==> src/design/ftcw_pkg.sv <==
// ftcw_pkg: shared types, constants and state codes for the waypoint converter
// used by ftcw_ctrl, ftcw_dp and frenet_to_cartesian_waypoints
package ftcw_pkg;

	localparam int MaxWaypointsDefault = 256;
	localparam int CordicStepsDefault  = 24;
	localparam int CoordW  = 25;
	localparam int ArcW    = 24;
	localparam int OffW    = 14;
	localparam int CountW  = 9;
	localparam int IdxInW  = 8;
	localparam int AccW    = 64;
	localparam int ShW     = 5;
	localparam logic signed [AccW-1:0] InvGain = 64'sd652032874;
	localparam logic signed [AccW-1:0] Half    = 64'sd536870912;
	localparam logic [0:0] ReqLoad    = 1'b0;
	localparam logic [0:0] ReqConvert = 1'b1;

	typedef enum logic [3:0] {
		ST_IDLE,
		ST_SCAN_RD,
		ST_SCAN_CMP,
		ST_SEG_RD,
		ST_NXT_RD,
		ST_PREP,
		ST_MUL,
		ST_VEC,
		ST_ROT,
		ST_OUT,
		ST_HOLD
	} state_t;

	// commands from the controller to the datapath
	typedef struct packed {
		logic load;        // write the held waypoint
		logic capture;     // register the input item
		logic scan_rd;     // read entry at scan pointer
		logic scan_cmp;    // compare read entry with query and advance scan pointer
		logic seg_rd;      // read segment start
		logic nxt_rd;      // read segment end
		logic prep;        // form dx, dy, segs
		logic mul;         // gain products and prescale
		logic vec_step;
		logic rot_step;
		logic finish;      // round, add, saturate into output register
		logic scan_reset;
		logic step_reset;
	} cmd_t;

	typedef struct packed {
		logic scan_done;
		logic step_last;
	} stat_t;

endpackage

==> src/design/ftcw_ctrl.sv <==
// ftcw_ctrl: sequencer for load, scan, cordic vectoring/rotation and output
// depends on ftcw_pkg
module ftcw_ctrl (
	input  logic            clk,
	input  logic            arst_n,
	input  logic            in_fire,
	input  logic            in_convert,
	input  logic            out_fire,
	input  ftcw_pkg::stat_t stat,
	output ftcw_pkg::cmd_t  cmd,
	output logic            busy,
	output logic            out_valid
);

	ftcw_pkg::state_t state_q, state_next;

	always_ff @(posedge clk or negedge arst_n) begin
		if (!arst_n) state_q <= ftcw_pkg::ST_IDLE;
		else state_q <= state_next;
	end

	always_comb begin
		state_next = state_q;
		cmd = '0;
		busy = 1'b1;
		out_valid = 1'b0;
		unique case (state_q)
			ftcw_pkg::ST_IDLE: begin
				busy = 1'b0;
				if (in_fire) begin
					cmd.capture = 1'b1;
					if (in_convert) begin
						cmd.scan_reset = 1'b1;
						state_next = ftcw_pkg::ST_SCAN_RD;
					end
				end
			end
			ftcw_pkg::ST_SCAN_RD: begin
				cmd.scan_rd = 1'b1;
				state_next = ftcw_pkg::ST_SCAN_CMP;
			end
			ftcw_pkg::ST_SCAN_CMP: begin
				cmd.scan_cmp = 1'b1;
				state_next = stat.scan_done ? ftcw_pkg::ST_SEG_RD : ftcw_pkg::ST_SCAN_RD;
			end
			ftcw_pkg::ST_SEG_RD: begin
				cmd.seg_rd = 1'b1;
				state_next = ftcw_pkg::ST_NXT_RD;
			end
			ftcw_pkg::ST_NXT_RD: begin
				cmd.nxt_rd = 1'b1;
				state_next = ftcw_pkg::ST_PREP;
			end
			ftcw_pkg::ST_PREP: begin
				cmd.prep = 1'b1;
				state_next = ftcw_pkg::ST_MUL;
			end
			ftcw_pkg::ST_MUL: begin
				cmd.mul = 1'b1;
				cmd.step_reset = 1'b1;
				state_next = ftcw_pkg::ST_VEC;
			end
			ftcw_pkg::ST_VEC: begin
				cmd.vec_step = 1'b1;
				if (stat.step_last) begin
					cmd.step_reset = 1'b1;
					state_next = ftcw_pkg::ST_ROT;
				end
			end
			ftcw_pkg::ST_ROT: begin
				cmd.rot_step = 1'b1;
				if (stat.step_last) state_next = ftcw_pkg::ST_OUT;
			end
			ftcw_pkg::ST_OUT: begin
				cmd.finish = 1'b1;
				state_next = ftcw_pkg::ST_HOLD;
			end
			ftcw_pkg::ST_HOLD: begin
				out_valid = 1'b1;
				if (out_fire) state_next = ftcw_pkg::ST_IDLE;
			end
			default: state_next = ftcw_pkg::ST_IDLE;
		endcase
		// load items are written in the cycle after capture
		if (state_q == ftcw_pkg::ST_IDLE) cmd.load = 1'b0;
	end

	assert property (@(posedge clk) disable iff (!arst_n)
		state_q == ftcw_pkg::ST_HOLD && !out_fire |=> state_q == ftcw_pkg::ST_HOLD)
		else $error("result dropped before transfer");
	assert property (@(posedge clk) disable iff (!arst_n)
		cmd.capture |-> state_q == ftcw_pkg::ST_IDLE)
		else $error("capture outside idle");
	assert property (@(posedge clk) disable iff (!arst_n)
		state_q == ftcw_pkg::ST_OUT |=> out_valid)
		else $error("finish not followed by valid result");

endmodule

==> config.mk <==
export PLATFORM = sky130hd
export DESIGN_NAME = ftcw_ctrl
export DESIGN_NICKNAME = d
export VERILOG_FILES = /design/src/design/ftcw_pkg.sv /design/src/design/ftcw_ctrl.sv
export SDC_FILE = /design/constraint.sdc
export NUM_CORES = 1
export LEC_CHECK = 0
export BUFFER_PORTS_ARGS = -buffer_cell sky130_fd_sc_hd__buf_2
export CAP_MARGIN = 5
export CORE_AREA = 2 2 39 41
export DETAILED_ROUTE_END_ITERATION = 6
export DIE_AREA = 0 0 41 43
export GPL_TIMING_DRIVEN = 0
export PLACE_DENSITY = 0.7
export REMOVE_ABC_BUFFERS = 1
export SYNTH_ARGS = -nofsm -noshare
export SYNTH_HDL_FRONTEND = slang
export SYNTH_SLANG_ARGS = --single-unit
==> constraint.sdc <==
create_clock -name clk -period 1.2 [get_ports clk]
set_input_delay 0 -clock clk [delete_from_list [all_inputs] [get_ports clk]]
set_output_delay 0 -clock clk [all_outputs]
set_load 0.02 [all_outputs]
==> reports/results.tsv, run 1 <==
metric	value	unit
slew_violations	0	
cts_sinks	4	
async_flop_share	1.00	
die_y	43	um
design.core.area	0.00138	mm^2
synth_edf_count	0	
status	finished with violations	
top_level_ports	22	
antenna_left	0	
ys_seq_elements	4	
drv_cap	0	
antenna_found_initial	0	
grt_max_degree	10	
drt-total-wl	1.23	mm
fin_crit_sh	1.23	
synthTopCellsByArea	dfrtp_1 23%, nor2_1 7.0%, o311ai_4 6.2%	
yosysSeqAreaShare	0.235	
top_regs	state_q x4	
p_leak	0.374	nW
drive_above_1_share	0.679	
netlist_top_cells_count	8 x nor2_1, 5 x nand2_1, 5 x nor3_1, 4 x dfrtp_1	
multi_input_area	329	um^2
final-setup-viol-count	15	
switchingPower	0.00105	W
portBuffers	20	
pwr-share-clk	0.071	
die-area	0.00176	mm^2
numCtsBuffers	3	
regToRegSetupSlack	-0.24	ns
hold_viol	0	
synth_flop_cell	dfrtp_1	
rsz0062_at_grt	yes	
area_growth	79.2	%
cts.path.max_buffers	2	
cp.arrival	1.47	ns
place_congestion	0.709	
fin_tns_setup	-2.16	ns
required	1.20	ns
synth.distinct_cells	25	
synthCells	49	
period_needed	1.47	ns
crit_type	reg2out	
hp-class	in2reg	
drt_iter0_markers	3	
drtPass1Iterations	4	
fin_nets	90	
start_util	0.308	
vias	467	
htreeDepth	1	
fin_ws	-0.271	ns
fill_cells	123	
ir_drop	1.47	mV
syn_avg_cell_area	8.71	um^2
cts_root_buf	clkbuf_4	
diodes	0	
die_w	41	um
switching_share	0.463	
netlist_area	427	um^2
vias_per_cell	4.81	
largest_register	state_q	
violations	setup timing	
grt_pass1_wl	1.82	mm
power_frac_seq	0.160	
clock_latency	0.23	ns
grt_overflow	0	
power_frac_comb	0.769	
yosysMostFrequentCell	nor2_1	
place_ws	-0.343	ns
wl_per_cell	12.7	um
seqCellArea	105	um^2
clk_pin_slew_worst_paths	0.04	ns
std_cell_rows	14	
crit_path_start_kind	flop	
grt_util_all_layers	0.150	
largest_reg_flops	4	
max_clock_freq	0.680	GHz
place_hpwl	654	um
power.density	2980	mW/mm^2
critPathMaxFanout	3	
yosysTopAreaCellShare	0.235	
yosysTopAreaCell	dfrtp_1	
end_kind	output port	
drc	0	
skew	0.00388	ns
grt_pass1_vias	422	
yosysWarnings	0	
intPower	0.00122	W
cts_tree	built	
-- metrics by stage --
stage	cell area (um^2)	utilization	cells	hold WS (ns)	power, W
finish	764	0.552	97	0.0777	0.00228
global route	764	0.552	97	0.0805	0.00242
CTS	698	0.505	94	0.0620	0.00204
detailed placement	507	0.366	80	-0.195	0.00135
global placement	507	0.366	80	-0.195	0.00134
floorplan	387	-	44	-0.296	0.00110
-- power groups by stage --
| stage | Combinational [W] | Clock [W] | Sequential, W |
|---|---|---|---|
| floorplan | 0.000689 | 0 | 0.000409 |
| global placement | 0.000878 | 0 | 0.000460 |
| detailed placement | 0.000888 | 0 | 0.000464 |
| CTS | 0.00148 | 0.000169 | 0.000396 |
| global route | 0.00187 | 0.000177 | 0.000376 |
| finish | 0.00175 | 0.000162 | 0.000364 |
-- critical path, stage by stage, from the launching register on --
cell,delay [ns]
dfrtp_2,0.42
buf_12,0.13
nor4_4,0.32
inv_1,0.11
nor2_2,0.13
buf_6,0.14
-- cell type report --
class | count | area share
clock buffer | 3 | 0.0295
inverter | 2 | 0.0131
multi-input combinational | 38 | 0.430
sequential | 4 | 0.137
tap | 16 | 0.0262
timing repair buffer | 34 | 0.363
-- kinds of logic after synthesis --
kind of cell           count (synthesis)  share of synthesized area
AND/OR/NAND/NOR                       27                      0.402
AO/OA/AOI/OAI                          9                      0.220
buffers and inverters                  7                      0.111
flip-flops                             4                      0.235
multiplexers                           1                     0.0235
other                                  1                    0.00879
-- final timing paths --
check,start,endpoint,depth (start not counted)
max,state_q[0],cmd[1],5
min,stat[0],state_q[3],2
max reg2reg,state_q[0],state_q[3],5
min reg2reg,state_q[3],state_q[2],2
max in group asynchronous,arst_n,state_q[0],2
min in group asynchronous,arst_n,state_q[3],2
-- placed cells by master, fill, tap and decap left out, types with 2 or more instances in the layout --
master	n
a21oi_1	2
buf_2	9
buf_4	15
buf_6	8
clkbuf_4	3
dfrtp_2	4
nand2_1	4
nand2b_4	2
nor2_1	6
nor3_1	3
nor3_2	2
o21ai_0	2
-- what timing repair did --
action | 4_1_cts | 5_1_grt
gates resized for setup | 24 | 13
hold endpoints to repair | 4 | 0
setup endpoints to repair | 17 | 17
setup buffers | 10 | 3
pin swaps | 7 | 5
hold buffers | 1 | 0
-- routing by layer --
| layer | global-route usage | vias to the layer above | share of wire |
|---|---|---|---|
| met5 | 0 | - | 0 |
| met4 | 0.0400 | 0 | 0 |
| met3 | 0.0314 | 0 | 0.031 |
| met2 | 0.247 | 12 | 0.57 |
| met1 | 0.190 | 224 | 0.40 |
| li1 | - | 231 | - |
(Power assumes the default switching activity.)
==> inputs of run 2 (changes only) <==
==> constraint.sdc (replaced) <==
create_clock -name clk -period 1.35 [get_ports clk]
set_input_delay 0 -clock clk [delete_from_list [all_inputs] [get_ports clk]]
set_output_delay 0 -clock clk [all_outputs]
set_load 0.02 [all_outputs]
==> reports/results.tsv, run 2 (synthesis results as in run 1) <==
metric	value	unit	change
top_level_ports	22		unchanged
seqCellArea	105	um^2	unchanged
numCtsBuffers	3		unchanged
place_hpwl	654	um	unchanged
final_area	638	um^2	-17%
ir_drop	1.10	mV	-25%
cts_root_buf	clkbuf_4		
p_leak	0.319	nW	-15%
crit_path_start_kind	flop		
drtPass1Iterations	3		-1
max_clock_freq	0.716	GHz	
grt_pass1_vias	373		-12%
critPathMaxFanout	8		+5
place_area	507	um^2	unchanged
grt_pass1_wl	1.49	mm	-18%
diodes	0		unchanged
total_power	0.00163	W	-29%
required	1.35	ns	+0.15 ns
violations	setup timing		
drc	0		unchanged
dp_cells	80		unchanged
clock_latency	0.23	ns	about the same
die_y	43	um	unchanged
design.core.area	0.00138	mm^2	unchanged
die_w	41	um	unchanged
drt-total-wl	1.02	mm	-18%
fin_nets	84		-6.7%
drv_cap	0		unchanged
clk_pin_slew_worst_paths	0.04	ns	about the same
fill_cells	144		+17%
hp-class	in2reg		
grt_max_degree	10		unchanged
vias_per_cell	4.93		+2.5%
vias	449		-3.9%
mostFrequentLayoutCell	buf_2		
antenna_left	0		unchanged
power.density	2550	mW/mm^2	-14%
grtUsageMet3	0.0314		unchanged
std_cell_rows	14		unchanged
start_util	0.308		unchanged
skew	0.000252	ns	-0.00363 ns
grt_use_met1	0.163		-0.0261
largest_register	state_q		
fin_util	0.461		-0.0913
met2_usage	0.181		-0.0656
timing.hold.ws	0.0611	ns	-0.0166 ns
largest_reg_flops	4		unchanged
portBuffers	20		unchanged
wl_per_cell	11.2	um	-12%
grt_busiest_layer	met2		
final-setup-viol-count	5		-10
grt_overflow	0		unchanged
cts_tree	built		
status	finished with violations		
place_congestion	0.709		unchanged
top_regs	state_q x4		
final_cells	91		-6.2%
hold_viol	0		unchanged
crit_type	reg2out		
period_needed	1.40	ns	
area_growth	49.6	%	
die-area	0.00176	mm^2	unchanged
cp.arrival	1.40	ns	-0.07 ns
cts.path.max_buffers	2		unchanged
grt_util_all_layers	0.121		-0.0293
drt_iter0_markers	4		+1
layout_common_cells	15 x buf_2, 9 x buf_4, 7 x nor2_1, 5 x nor3_1		
antenna_found_initial	0		unchanged
multi_input_area	297	um^2	-9.9%
fin_ws	-0.0458	ns	+0.225 ns
fin_crit_sh	1.03		
htreeDepth	1		unchanged
drive_above_1_share	0.600		-0.0790
end_kind	output port		
cts_sinks	4		unchanged
rsz0062_at_grt	yes		
slew_violations	0		unchanged
[run 2: layout make-up]
class | count | area share
inverter | 2 | 0.0118
clock buffer | 3 | 0.0353
sequential | 4 | 0.165
timing repair buffer | 28 | 0.292
tap | 16 | 0.0314
multi-input combinational | 38 | 0.465
[run 2: timing repair]
action	4_1_cts	5_1_grt
endpoints found under the hold margin	4	0
resized for setup	6	11
pin swaps	3	6
setup buffers	6	1
hold buffers	1	0
setup endpoints to repair	16	11
[run 2: per-layer routing]
metal / up-vias / part of all wire
li1: 223 / -
met3: 0 / 0.048
met4: 0 / 0
met2: 12 / 0.53
met5: - / 0
met1: 214 / 0.42
[run 2: path summary, 6_finish.rpt]
path	from	end	slack, ns	depth (start not counted)
worst max-delay path	state_q[0]	cmd[1]	-0.05	4
worst min-delay path	stat[0]	state_q[3]	0.06	2
worst max register to register	state_q[0]	state_q[3]	-0.04	4
worst min register to register	state_q[3]	state_q[2]	0.71	2
max in group asynchronous	arst_n	state_q[2]	1.12	2
min in group asynchronous	arst_n	state_q[0]	0.10	2
[run 2: per-stage QoR]
stage / TNS (ns) / setup WS [ns]
2_1_floorplan: -0.347 / -0.128
3_3_place_gp: -0.539 / -0.204
5_1_grt: -0.508 / -0.103
3_5_place_dp: -0.537 / -0.193
4_1_cts: -0.0928 / -0.0420
6_report: -0.141 / -0.0458
[run 2: worst max-delay path, stage by stage (launching register included)]
cell	delay (ns)
dfrtp_2	0.47
nor4_4	0.34
inv_1	0.11
nor2_2	0.11
buf_6	0.13
[run 2: power breakdown]
part	total [W]	internal [W]	switching, W	leakage [nW]
clock	0.000148	0.0000994	0.0000482	0.0138
combinational	0.00112	0.000531	0.000586	0.261
sequential	0.000362	0.000196	0.000166	0.0442
==> inputs of run 3 (changes only) <==
--- a/config.mk
+++ b/config.mk
@@ -6,7 +6,6 @@
 export NUM_CORES = 1
 export LEC_CHECK = 0
 export BUFFER_PORTS_ARGS = -buffer_cell sky130_fd_sc_hd__buf_2
-export CAP_MARGIN = 5
 export CORE_AREA = 2 2 39 41
 export DETAILED_ROUTE_END_ITERATION = 6
 export DIE_AREA = 0 0 41 43
==> constraint.sdc (replaced) <==
create_clock -name clk -period 1.35 [get_ports clk]
set_input_delay 0.0675 -clock clk [delete_from_list [all_inputs] [get_ports clk]]
set_output_delay 0.0675 -clock clk [all_outputs]
set_load 0.02 [all_outputs]
==> reports/results.tsv, run 3 (synthesis results as in run 1) <==
metric	value	unit	change
drt-total-wl	1.08	mm	+6.3%
cts.path.max_buffers	2		unchanged
cts_root_buf	clkbuf_4		
top_regs	state_q x4		
place_ws	-0.193	ns	unchanged
grt_max_degree	11		+1
grt_util_all_layers	0.128		+0.00706
final_cells	99		+8.8%
fin_ws	-0.108	ns	-0.0626 ns
wl_per_cell	10.9	um	-2.3%
drv_cap	0		unchanged
top_level_ports	22		unchanged
fin_crit_sh	1.08		+0.0464
final_area	717	um^2	+12%
place_congestion	0.709		unchanged
fill_cells	122		-15%
clock_latency	0.23	ns	about the same
grt_pass1_vias	397		+6.4%
switching_share	0.456		-0.0359
clk_pin_slew_worst_paths	0.04	ns	about the same
numCtsBuffers	3		unchanged
status	finished with violations		
layout_common_cells	18 x buf_4, 11 x buf_2, 7 x nor2_1, 6 x buf_6		
vias_per_cell	4.75		-3.8%
cts_tree	built		
drtPass1Iterations	4		+1
power.density	2560	mW/mm^2	+0.34%
crit_type	reg2reg		
design.core.area	0.00138	mm^2	unchanged
period_needed	1.46	ns	+0.0626 ns
skew	0.000155	ns	-0.0000976 ns
drt_iter0_markers	4		unchanged
cp_slowest_cell	dfrtp_2		
place_area	507	um^2	unchanged
hp-class	in2reg		
start_util	0.308		unchanged
ir_drop	1.36	mV	+24%
drive_above_1_share	0.639		+0.0386
grt_pass1_wl	1.59	mm	+6.5%
final-setup-viol-count	15		+10
largest_reg_flops	4		unchanged
pwr-share-clk	0.079		-0.012
slew_violations	0		unchanged
violations	setup timing		
dp_cells	80		unchanged
drc	0		unchanged
end_kind	flop		
required	1.46	ns	+0.11 ns
diodes	0		unchanged
std_cell_rows	14		unchanged
die_y	43	um	unchanged
die_w	41	um	unchanged
crit_chain	buf_6 > and4b_4 > o21bai_4 > o311ai_4 > a211o_1		
cpPeakStageDelay	0.44	ns	-0.03 ns
cts_sinks	4		unchanged
power_frac_seq	0.183		-0.040
critPathMaxFanout	5		-3
max_clock_freq	0.686	GHz	-4.3%
rsz0062_at_grt	yes		
power_frac_comb	0.738		+0.051
htreeDepth	1		unchanged
cp.arrival	1.57	ns	+0.17 ns
intPower	0.000997	W	+21%
place_hpwl	654	um	unchanged
fin_nets	92		+9.5%
hold_viol	0		unchanged
largest_register	state_q		
die-area	0.00176	mm^2	unchanged
switchingPower	0.000837	W	+4.5%
fin_util	0.518		+0.0570
grt_overflow	0		unchanged
vias	470		+4.7%
mostFrequentLayoutCell	buf_4		
antenna_left	0		unchanged
area_growth	68.0	%	
seqCellArea	105	um^2	unchanged
multi_input_area	294	um^2	-0.84%
antenna_found_initial	0		unchanged
crit_path_start_kind	flop		
p_leak	0.362	nW	+14%
portBuffers	20		unchanged
## run 3: changes by cell type in the layout (fill, tap and decap cells not counted), sizes merged
cell	delta
buf	+8
## run 3: power by group through the flow
stage / sequential (W) / clock, W / combinational (W)
after floorplan: 0.000364 / 0 / 0.000612
after global placement: 0.000409 / 0 / 0.000780
after detailed placement: 0.000413 / 0 / 0.000790
after CTS: 0.000365 / 0.000151 / 0.00106
after global routing: 0.000352 / 0.000157 / 0.00146
final: 0.000336 / 0.000145 / 0.00135
## run 3: per-stage QoR
stage | hold slack (ns) | TNS (ns) | power (W)
after floorplan | -0.228 | -0.381 | 0.000976
after global placement | -0.127 | -0.539 | 0.00119
after detailed placement | -0.127 | -0.537 | 0.00120
after CTS | 0.129 | -0.326 | 0.00157
after global routing | 0.140 | -1.90 | 0.00197
final | 0.128 | -0.843 | 0.00183
## run 3: what timing repair did
| action | 4_1_cts | 5_1_grt |
|---|---|---|
| resized for setup | 10 | 14 |
| hold buffers | 1 | 0 |
| pin swaps | 3 | 3 |
| buffers inserted | 8 | 7 |
| gates cloned | 0 | 0 |
| endpoints found under the hold margin | 4 | 0 |
| endpoints found under the setup margin | 17 | 17 |
## run 3: final timing paths
check / startpoint / end / slack [ns] / cells after the start
worst max-delay path: state_q[0] / state_q[1] / -0.11 / 5
worst min-delay path: stat[0] / state_q[3] / 0.13 / 2
worst max register to register: state_q[0] / state_q[1] / -0.11 / 5
worst min register to register: state_q[2] / state_q[2] / 0.67 / 3
max in group asynchronous: arst_n / state_q[1] / 1.05 / 2
min in group asynchronous: arst_n / state_q[3] / 0.17 / 2
## run 3: metal layers
metal  share of wire  up-vias  wire length, um  track usage
li1                -      236                -            -
met1            0.43      222              465        0.173
met2            0.52       12              565        0.194
met3           0.044        0               48       0.0314
met4               0        0                0       0.0400
met5               0        -                0            0
## run 3: final cells by class
cell class                 instances  area share
tap                               16      0.0279
sequential                         4       0.147
timing repair buffer              36       0.373
clock buffer                       3      0.0314
multi-input combinational         38       0.410
inverter                           2      0.0105
## run 3: worst max-delay path, delay by kind of cell (launching register included)
kind | cells | cell delay, ns
AO/OA/AOI/OAI | 3 | 0.55
buffers and inverters | 1 | 0.14
flip-flops | 1 | 0.44
AND/OR/NAND/NOR | 1 | 0.20
